File: src/rtl/fnsa_pkg.sv
`default_nettype none
// ----------------------------------------------------------------------------
// fnsa_pkg: shared types and constants of the nodal scatter-accumulate block
// Field widths, register and operation codes, reset values and defaults.
// ----------------------------------------------------------------------------
package fnsa_pkg;

    localparam int NODE_W     = 12;
    localparam int VAL_W      = 32;
    localparam int OUT_SUM_W  = 48;
    localparam int OP_W       = 2;
    localparam int DOF_W      = 2;
    localparam int CFG_IDX_W  = 1;
    localparam int CFG_DATA_W = 32;
    localparam int NUM_FIELDS = 3;
    localparam int PROD_W     = 2 * VAL_W;
    localparam int FRAC_W     = 16;

    localparam int MAX_NODES_DEF = 4096;
    localparam int MAX_DOF_DEF   = 3;
    localparam int SUM_WIDTH_DEF = 48;

    localparam logic signed [VAL_W-1:0] SCALE_RESET = 32'sh0001_0000;
    localparam logic [DOF_W-1:0]        DOF_RESET   = 2'd3;

    typedef enum logic [OP_W-1:0] {
        OP_ACCUM      = 2'd0,
        OP_READ       = 2'd1,
        OP_READ_CLEAR = 2'd2
    } t_op;

    typedef enum logic [CFG_IDX_W-1:0] {
        CFG_SCALE     = 1'b0,
        CFG_DOF_COUNT = 1'b1
    } t_cfg_reg;

    typedef enum logic [1:0] {
        ST_CLEAR,
        ST_IDLE,
        ST_READ,
        ST_UPDATE
    } t_state;

    // what the merge stage makes of the current row
    typedef struct packed {
        logic accum;
        logic clear;
    } t_upd_ctl;

endpackage : fnsa_pkg
`default_nettype wire

File: src/rtl/fnsa_merge.sv
`default_nettype none
// ----------------------------------------------------------------------------
// fnsa_merge: lane merge stage
// Pack lane sums and the combined saturation mark into one store row; zero row otherwise.
// ----------------------------------------------------------------------------
module fnsa_merge
    import fnsa_pkg::*;
#(
    parameter int MAX_DOF   = MAX_DOF_DEF,
    parameter int SUM_WIDTH = SUM_WIDTH_DEF
) (
    input  wire t_upd_ctl                         i_ctl,
    input  wire logic                             i_old_sat,
    input  wire logic [MAX_DOF*SUM_WIDTH-1:0]     i_lane_sum,
    input  wire logic [MAX_DOF-1:0]               i_lane_sat,
    output      logic [MAX_DOF*SUM_WIDTH:0]       o_row
);
    always_comb begin
        if (i_ctl.clear || !i_ctl.accum) begin
            o_row = '0;
        end else begin
            o_row = {i_old_sat | (|i_lane_sat), i_lane_sum};
        end
    end
endmodule : fnsa_merge
`default_nettype wire

File: config.mk
export PLATFORM = sky130hd
export DESIGN_NAME = fnsa_merge
export DESIGN_NICKNAME = d
export VERILOG_FILES = /design/src/rtl/fnsa_pkg.sv /design/src/rtl/fnsa_merge.sv
export SDC_FILE = /design/constraint.sdc
export NUM_CORES = 1
export LEC_CHECK = 0
export BUFFER_PORTS_ARGS = -buffer_cell sky130_fd_sc_hd__buf_4
export CAP_MARGIN = 20
export CORE_AREA = 2 2 114 116
export DETAILED_ROUTE_END_ITERATION = 10
export DIE_AREA = 0 0 116 118
export SLEW_MARGIN = 20
export SYNTH_ARGS = -nofsm -noshare
export SYNTH_HDL_FRONTEND = slang
export SYNTH_SLANG_ARGS = --single-unit
File: constraint.sdc
create_clock -name vclk -period 1.4
set_clock_uncertainty 0.05 [all_clocks]
set_input_delay 0.07 -clock vclk [all_inputs]
set_output_delay 0.07 -clock vclk [all_outputs]
set_load 0.05 [all_outputs]
* Word level (Yosys, flattened, before mapping)
Cells that the tools add are included.
Storage, ports and cells: register bits 0, input port bits 150, output and inout port bits 145, logic and storage cells 5
Operators by class: mux-type cells 1, bitwise operators 1, reductions and logical operators 3
Operators by type and width (number):
- two-way mux 145 bit | 1
- OR reduction 3 bit | 1
- logical NOT 1 bit | 1
- logical OR 1 bit | 1
- bitwise OR 1 bit | 1

* Depth between registers and ports, before layout
depth after elaboration 3, depth in mapped cells 5, depth with buffers taken out 2

* Least setup slack after synthesis
Ideal clock, no wire load.
path kind input -> output, start point in i_ctl[1] (netlist name), end point out o_row[125], arrival time 0.960 ns, required time 1.280 ns, slack 0.320 ns, stages on the path 5, path buffers 3, cell sequence nor2b_4 -> buf_6 -> buf_12 -> buf_6 -> and2_1
Between the ends: longest elaborated chain between the ends 3
Ends and longest elaborated chain:
- start, declared | line fnsa_merge.sv:12 | input wire t_upd_ctl i_ctl,
- logical NOT 1 bit | line fnsa_merge.sv:19 | if (i_ctl.clear || !i_ctl.accum) begin
- logical OR 1 bit | line fnsa_merge.sv:19
- two-way mux 145 bit | line fnsa_merge.sv:19
- end, declared | line fnsa_merge.sv:16 | output logic [MAX_DOF*SUM_WIDTH:0] o_row
Every way passes these cells.

* Worst setup path in the final report
start point in i_ctl[0] (netlist name), end point out o_row[23]
Between the ends: longest elaborated chain between the ends 2
Ends and longest elaborated chain (line):
- logical OR 1 bit | fnsa_merge.sv:19
- two-way mux 145 bit | fnsa_merge.sv:19
Every way passes these cells.

==> impl_results.md <==
* Final hold slack at 0.4517 ns
* Largest family of logic cells by synthesized area: simple AND/OR/NAND/NOR gates
* Via Count at 2110
* Lkg Pwr at 1.973 nW
* Routed WL at 6.549 mm
* Full die area at 0.01369 mm^2
* Worst path max stage delay at 0.24 ns
* # clk buffers at 0
* Area share of xor/xnor cells in the synthesized design at 0%
* RSZ-0062 raised after global routing: no
* Gp weighted congestion at 0.7955
* Share of layout cells above drive strength 1 at 74.27%
* Worst path most repeated cell: buf_4
* I/O Buffers at 295
* Critical path class: in -> out
* Final Core Density at 27.98%
* Vias per cell at 3.431
* Min-delay worst type: in -> out
* Gr usage total at 7.819%
* Fin Setup TNS at 0 ns
* Worst relative slew slack at 84.77%
* Critical-path cell list: buf_4, nor2b_4, buf_12, and2_1, buf_4
* Die span in x at 116 um
* Post-synthesis cell type count at 9
* Setup-failing EPs final at 0
* Net Count, Synth at 312
* Register area at 0 um^2
* Adder and majority gate portion of the synthesized area at 0%
* Slowest cell on the critical path: buf_12
* Hold-fix buffers, CTS at 0
* Tmin final at 1.116 ns
* Mapped Cells at 162
* Final period util at 79.71%
* Critical path arrival at 1.00 ns
* Crit-path max FO at 80
* Final Hold Viols at 0
* Worst EP required at 1.28 ns
* Power Density at 396.5 mW/mm^2
* Post-DP HPWL at 5.901 mm
* Diode count at 0
* Critical path startpoint category: input pin
* Crit path capture type: output pin
* Ys Warns at 0
* TritonRoute pass-1 iters at 3
* Initial Util at 9.161%
* Die height at 118 um
* Post-CTS Setup Inserts at 0
* ANT nets after route at 0
* Mapped cell area at 0.001137 mm^2
* Sequential fraction of the synthesis area at 0%
* Resize count post-CTS at 0
* Max IR drop VDD at 0.1531 mV
* Fmax at 896.2 MHz
* Remaining routing DRC violations at 0
* Std-Cell Core Area at 0.01241 mm^2
* Max Cap Viol at 0
* Largest net degree at the start of global routing at 81
* Synth Area in Compound Gates at 0.9901%
* Mux cell area share after synthesis at 0%
* Overflow after GRT at 0
* Rows at 41
* Synth Area in Simple Gates at 87.24%
* P&R area growth vs syn at 205.4%
* Fillers at 1334
* Final net count at 595
* Final Max Slew Viols at 0
* Vias in the first global route at 2039
* Initial antenna violation count at 0
* DRT iter0 DRCs at 14
* Status: complete, no violations
* IO Count at 295
* Syn_area_per_cell at 7.021 um^2
* DR WL/cell at 10.65 um
* Total Power at 1.377 mW
* Worst Tran Pin Value at 0.2285 ns
* Seq Cell Count at 0
* First-pass GRT wire length at 9.011 mm
-- layout by cell type (no fill, tap or decap) --
| cell type | instances |
|---|---|
| and2_4 | 31 |
| and2_1 | 113 |
| buf_4 | 295 |
| nor2b_4 | 1 |
| o41a_1 | 1 |
| buf_12 | 2 |
-- per-layer routing --
metal | GRT usage [%] | vias to the layer above | share of wire [%]
met5 | 0 | - | 0
met3 | 0.8239 | 4 | 12
met4 | 0.4464 | 0 | 0.53
met2 | 18.38 | 169 | 57
li1 | - | 1035 | -
met1 | 6.760 | 902 | 30
-- worst max-delay path, delay by kind of cell --
kind	cells	cell delay, ns
buf+inv	3	0.55
simple gates	2	0.33
-- power by group --
| group | total [mW] | switching (mW) | leakage [nW] | internal, mW |
|---|---|---|---|---|
| logic | 1.38 | 0.793 | 1.97 | 0.584 |
| clock network | 0 | 0 | 0 | 0 |
| registers | 0 | 0 | 0 | 0 |
| total | 1.38 | 0.793 | 1.97 | 0.584 |
-- area by class of cell --
| cell class | count | area [um^2] | area share, % |
|---|---|---|---|
| Multi-Input combinational cell | 146 | 1003 | 28.89 |
| Tap cell | 172 | 215.2 | 6.196 |
| Timing Repair Buffer | 297 | 2255 | 64.91 |
-- cell usage after synthesis --
cell type / number / area (um^2)
and2_1: 113 / 706.9
buf_12: 1 / 20.02
and2_4: 31 / 271.5
nor2b_4: 1 / 13.76
buf_8: 3 / 45.04
clkbuf_1: 8 / 30.03
buf_2: 1 / 5.000
buf_6: 3 / 33.78
o41a_1: 1 / 11.26
-- cell families after synthesis --
| logic type | Yosys count |
|---|---|
| simple gates | 145 |
| compound gates | 1 |
| buf+inv | 16 |
-- stage by stage --
step           cell area, um^2  worst slack (ns)  instances
5_1_grt                   3473            0.2111        615
3_5_place_dp              3473            0.2725        615
6_report                  3473            0.2841        615
2_1_floorplan             1137            0.3196        162
4_1_cts                   3473            0.2714        615
3_3_place_gp              3473            0.2881        615
-- final timing paths --
check           start   endpoint  slack (ns)  cells after the start
max          i_ctl[0]  o_row[23]        0.28                      5
min    i_lane_sum[64]  o_row[64]        0.45                      3
Power figures use the tool's default switching activity.
