`config.mk`:
```
export PLATFORM = sky130hd
export DESIGN_NAME = fnsa_lane
export DESIGN_NICKNAME = d
export VERILOG_FILES = /design/src/rtl/fnsa_pkg.sv /design/src/rtl/fnsa_lane.sv
export SDC_FILE = /design/constraint.sdc
export NUM_CORES = 2
export LEC_CHECK = 0
export ABC_AREA = 0
export BUFFER_PORTS_ARGS = -buffer_cell sky130_fd_sc_hd__buf_2
export CAP_MARGIN = 0
export CORE_MARGIN = 4
export CORE_UTILIZATION = 34
export CTS_CLUSTER_DIAMETER = 60
export CTS_CLUSTER_SIZE = 10
export DETAILED_ROUTE_END_ITERATION = 10
export PLACE_DENSITY = 0.49
export SYNTH_ARGS = -nofsm -noshare
export SYNTH_HDL_FRONTEND = slang
export SYNTH_SLANG_ARGS = --single-unit
```
`constraint.sdc`:
```
create_clock -name i_clk -period 13.9 [get_ports i_clk]
set_clock_uncertainty 0.1 [all_clocks]
set_input_delay 0 -clock i_clk [delete_from_list [all_inputs] [get_ports i_clk]]
set_output_delay 0 -clock i_clk [all_outputs]
set_load 0.02 [all_outputs]
```
`src/rtl/fnsa_pkg.sv`:
```
`default_nettype none
// ----------------------------------------------------------------------------
// fnsa_pkg: shared types and constants of the nodal scatter-accumulate block
// Field widths, register and operation codes, reset values and defaults.
// ----------------------------------------------------------------------------
package fnsa_pkg;

    localparam int NODE_W     = 12;
    localparam int VAL_W      = 32;
    localparam int OUT_SUM_W  = 48;
    localparam int OP_W       = 2;
    localparam int DOF_W      = 2;
    localparam int CFG_IDX_W  = 1;
    localparam int CFG_DATA_W = 32;
    localparam int NUM_FIELDS = 3;
    localparam int PROD_W     = 2 * VAL_W;
    localparam int FRAC_W     = 16;

    localparam int MAX_NODES_DEF = 4096;
    localparam int MAX_DOF_DEF   = 3;
    localparam int SUM_WIDTH_DEF = 48;

    localparam logic signed [VAL_W-1:0] SCALE_RESET = 32'sh0001_0000;
    localparam logic [DOF_W-1:0]        DOF_RESET   = 2'd3;

    typedef enum logic [OP_W-1:0] {
        OP_ACCUM      = 2'd0,
        OP_READ       = 2'd1,
        OP_READ_CLEAR = 2'd2
    } t_op;

    typedef enum logic [CFG_IDX_W-1:0] {
        CFG_SCALE     = 1'b0,
        CFG_DOF_COUNT = 1'b1
    } t_cfg_reg;

    typedef enum logic [1:0] {
        ST_CLEAR,
        ST_IDLE,
        ST_READ,
        ST_UPDATE
    } t_state;

    // what the merge stage makes of the current row
    typedef struct packed {
        logic accum;
        logic clear;
    } t_upd_ctl;

endpackage : fnsa_pkg
`default_nettype wire

```
`src/rtl/fnsa_lane.sv`:
```
`default_nettype none
// ----------------------------------------------------------------------------
// fnsa_lane: one degree-of-freedom lane
// Registered scale * value product, floor to Q32.16, saturating add to a sum.
// ----------------------------------------------------------------------------
module fnsa_lane
    import fnsa_pkg::*;
#(
    parameter int SUM_WIDTH = SUM_WIDTH_DEF
) (
    input  wire logic                        i_clk,
    input  wire logic signed [VAL_W-1:0]     i_scale,
    input  wire logic signed [VAL_W-1:0]     i_value,
    input  wire logic signed [SUM_WIDTH-1:0] i_acc,
    input  wire logic                        i_en,
    output      logic signed [SUM_WIDTH-1:0] o_sum,
    output      logic                        o_sat
);
    localparam int P_W = PROD_W - FRAC_W;
    localparam int EXT = ((SUM_WIDTH > P_W) ? SUM_WIDTH : P_W) + 1;
    localparam logic signed [EXT-1:0] HI = {{(EXT-SUM_WIDTH+1){1'b0}}, {(SUM_WIDTH-1){1'b1}}};
    localparam logic signed [EXT-1:0] LO = {{(EXT-SUM_WIDTH+1){1'b1}}, {(SUM_WIDTH-1){1'b0}}};

    logic signed [PROD_W-1:0] r_prod;
    logic signed [P_W-1:0]    w_p;
    logic signed [EXT-1:0]    w_full;

    always_ff @(posedge i_clk) begin
        r_prod <= i_scale * i_value;
    end

    // arithmetic shift floors toward minus infinity
    assign w_p    = P_W'(r_prod >>> FRAC_W);
    assign w_full = EXT'(i_acc) + EXT'(w_p);

    always_comb begin
        o_sum = i_acc;
        o_sat = 1'b0;
        if (i_en) begin
            if (w_full > HI) begin
                o_sum = SUM_WIDTH'(HI);
                o_sat = 1'b1;
            end else if (w_full < LO) begin
                o_sum = SUM_WIDTH'(LO);
                o_sat = 1'b1;
            end else begin
                o_sum = SUM_WIDTH'(w_full);
            end
        end
    end
endmodule : fnsa_lane
`default_nettype wire

```
[Yosys cells after proc, flatten, opt, wreduce, memory -nomap -nowiden]
Cells that the tools add are included.
Word-level totals
  output and inout port bits: 49
  input bits: 114
  bits in registers: 64
  word-level logic and storage cells: 11
Operators by class
  $lt $le $gt $ge: 2
  $mul: 1
  mux-type cells: 6
  add/subtract/negate cells: 1
Operator list (number)
  2-to-1 mux 48 bit: 3
  multiplier 32 x 32 -> 64 bit: 1
  adder 48 x 48 -> 49 bit: 1
  > comparator 49 x 48 -> 1 bit, second input constant: 1
  less-than comparator 49 x 48 -> 1 bit, second input constant: 1
  2-to-1 mux 1 bit: 3

[Longest topological paths before layout]
  depth in word-level cells: 5
  gate-level depth with buffers: 29
  gate-level depth less buffers: 28

[Worst setup path after synthesis]
OpenSTA, ideal clock, no wires.
  kind: in2reg
  from: input i_scale[31]
  to: register r_prod[62]
  data required time: 13682 ps
  cell stages on the path: 25
  library setup time: 118 ps
  buffers on the path: 1
  setup slack: 6674 ps
  arrival time: 7008 ps
  cell sequence: clkbuf_1 nand2_1 inv_1 fa_1 inv_1 fa_1 inv_1 fa_1 fa_1 inv_1 fa_1 inv_1 fa_1 fa_1 fa_1 ha_1 a21o_1 a21o_1 a21oi_1 o21ai_0 a21o_1 a31oi_1 o31ai_1 o22a_1 xor2_1
On the way
  word-level cells in the longest chain between the ends: 1
RTL lines
  start, declared: line fnsa_lane.sv:12  | input wire logic signed [VAL_W-1:0] i_scale,
  multiplier 32 x 32 -> 64 bit: line fnsa_lane.sv:29  | r_prod <= i_scale * i_value;
  end signal, assigned: line fnsa_lane.sv:29
  end, declared: line fnsa_lane.sv:24  | logic signed [PROD_W-1:0] r_prod;
Every way passes these cells.

[Worst setup path in the final report]
  from: input i_value[5]
  to: register r_prod[63]
On the way
  word-level cells in the longest chain between the ends: 1
RTL lines
  start, declared: line fnsa_lane.sv:13  | input wire logic signed [VAL_W-1:0] i_value,
  multiplier 32 x 32 -> 64 bit: line fnsa_lane.sv:29
Every way passes these cells.

==> flow_metrics.tcl <==
set metrics [dict create \
    hold_viol 0 \
    numCtsBuffers 5 \
    whs_path_depth 3 \
    crit_buf_inv 6 \
    row_count 125 \
    synth_edf_count 0 \
    ctsHtreeMaxLevel 2 \
    timing.setup.tns_ns 0 \
    maxCapViolations 0 \
    pre_cts_slack_ns 5.27 \
    grt.overflow.total 0 \
    track_usage 0.191 \
    syn2layout_area_growth_pct 5.39 \
    grt_pass1_vias 31561 \
    synth_top_area_cell "fa_1" \
    cp-end-kind "register" \
    arrival_ns 8.38 \
    slew_headroom 0.286 \
    post-route-drc-count 0 \
    ys_seq_area_frac 0.0240 \
    hpwl_mm 96.3 \
    hold_path.startpoint "i_acc[35]" \
    cts_tree "done" \
    final_area_um2 42200 \
    post_cts_buffers 0 \
    yosysWarningCount 0 \
    critical_path_class "in2reg" \
    die_h_um 351 \
    syn_inst 4343 \
    fmax_mhz 121 \
    slowest_delay_ns 0.91 \
    clockRootBuffer "clkbuf_16" \
    io_buffers 162 \
    clockBufferDepth 2 \
    whs_ns 0.246 \
    dpl_cell_area_um2 42100 \
    hold_class "in2out" \
    synth_nets 5767 \
    ys.flop_type "dfxtp_1" \
    drive_gt1_frac 0.0552 \
    largestRegisters "r_prod: 48 flops" \
    fin_ws_ns 5.65 \
    slew_violations 0 \
    ios 163 \
    fin_crit_sh 0.593 \
    gp_congestion 0.840 \
    outcome "completed" \
    vias_per_cell 4.87 \
    holdPathEnd "o_sum[35]" \
    wirelength_mm 115 \
    grt_max_degree 51 \
    clk_pin_slew_ns 0.07 \
    ys_top_cells_by_area "fa_1, inv_1, and2_1" \
    ys_seq_elements 48 \
    drt-initial-drc-count 1252 \
    drtPass1Iterations 5 \
    start_util 0.344 \
    grt_setup_unrepaired "no" \
    synth_cell_types 73 \
    post_drt_wl_per_cell_um 19.6 \
    yosysTopAreaCellShare 0.540 \
    startpoint_type "input port" \
    die_area_um2 123000 \
    setup_violations 0 \
    synth_most_common_cell "fa_1" \
    async_reset_ff_frac 0 \
    drt.antenna.violating_nets 0 \
    cp_top_family "adder cells" \
    worst_pin_slew_ns 1.07 \
    cpMostUsedCell "fa_1" \
    netlist_area_um2 40100 \
    final_nets 5736 \
    core_area_um2 117000 \
    postSynthAreaPerCell_um2 9.23 \
    regMostFlops "r_prod" \
    crit_path_max_fanout 33 \
    vias 28450 \
    hold_buffers 0 \
    grt_antenna_before_repair 13 \
    ys_top_cells_by_count "fa_1, inv_1, nand2_1" \
    grt_pass1_wl_mm 183 \
    crit_slowest_cell "fa_1" \
    die_x_um 351 \
    crit_required_ns 14.04 \
    cts_resized 0 \
    largest_reg_flops 48 \
    period_minus_slack_ns 8.25 \
    clock-sinks 48 \
]
-- worst min-delay path, stage by stage --
cell and delay (ns):
buf_2 0.10, o2bb2ai_2 0.09, buf_2 0.15
-- final cells by class --
cell class	instances	area, µm²
Clock inverter	3	25.0
Multi-Input combinational cell	3077	34500
Sequential cell	48	961
Inverter	987	3700
Antenna cell	4	10.0
Timing Repair Buffer	193	1040
Tap cell	1524	1910
Clock buffer	5	125
Fill cell	12167	74400
-- cell families (layout without fill, tap and decap cells) --
group / count (synthesis) / in the layout / synth area share
AOI/OAI and AO/OA: 363 / 363 / 0.0650
xor gates and xnor gates: 103 / 103 / 0.0227
adders and majority gates: 1310 / 1310 / 0.612
buffers and inverters: 1218 / 1188 / 0.116
DFF: 48 / 48 / 0.0240
muxes: 2 / 2 / 0.000499
other: 0 / 4 / 0
and+or+nand+nor: 1299 / 1299 / 0.160
-- metrics by stage --
stage / utilization / instances
2_1_floorplan: - / 4343
3_3_place_gp: 0.361 / 5829
3_5_place_dp: 0.361 / 5829
4_1_cts: 0.362 / 5837
5_1_grt: 0.362 / 5839
6_report: 0.362 / 5841
-- cells in the final DEF (no fill, tap or decap), types with 5 or more instances in the layout --
| cell | instances |
|---|---|
| fa_1 | 1082 |
| inv_1 | 986 |
| nand2_1 | 545 |
| and2_1 | 511 |
| ha_1 | 228 |
| buf_2 | 162 |
| nor2_1 | 129 |
| a21oi_1 | 94 |
| xnor2_1 | 65 |
| o21ai_0 | 55 |
| a21o_1 | 48 |
| dfxtp_1 | 48 |
| xor2_1 | 37 |
| o2bb2ai_1 | 36 |
| buf_4 | 31 |
| nand3_1 | 21 |
| nand4_1 | 18 |
| o21bai_1 | 18 |
| nor3_1 | 17 |
| nand2b_1 | 16 |
| nor2b_1 | 13 |
| a211oi_1 | 13 |
| a31oi_1 | 10 |
| o2bb2ai_2 | 10 |
| and3_1 | 9 |
| o31ai_1 | 9 |
| o211ai_1 | 6 |
| o21ai_1 | 5 |
| a211o_1 | 5 |
| o21a_1 | 5 |
| and4_1 | 5 |
| clkbuf_16 | 5 |
-- how the worst max path moves through the flow --
stage | from | end | slack [ns] | cells past startpoint
3_5_place_dp | i_value[5] | r_prod[63] | 5.27 | 25
6_report | i_value[5] | r_prod[63] | 5.65 | 25
4_1_cts | i_value[5] | r_prod[63] | 5.57 | 25
5_1_grt | i_value[5] | r_prod[62] | 5.12 | 25
3_3_place_gp | i_value[5] | r_prod[40] | 5.28 | 26
2_1_floorplan | i_scale[31] | r_prod[62] | 6.67 | 25
-- layer usage --
layer | vias up | global-route usage | part of all wire
met3 | 140 | 0.0120 | 0.027
met4 | 8 | 0.0518 | 0.033
met2 | 530 | 0.367 | 0.55
li1 | 12676 | - | -
met5 | - | 0 | 0.00051
met1 | 15096 | 0.230 | 0.39
Power is not shown: default switching activity piles up to over one toggle a cycle in this logic, so the estimate is an artifact.
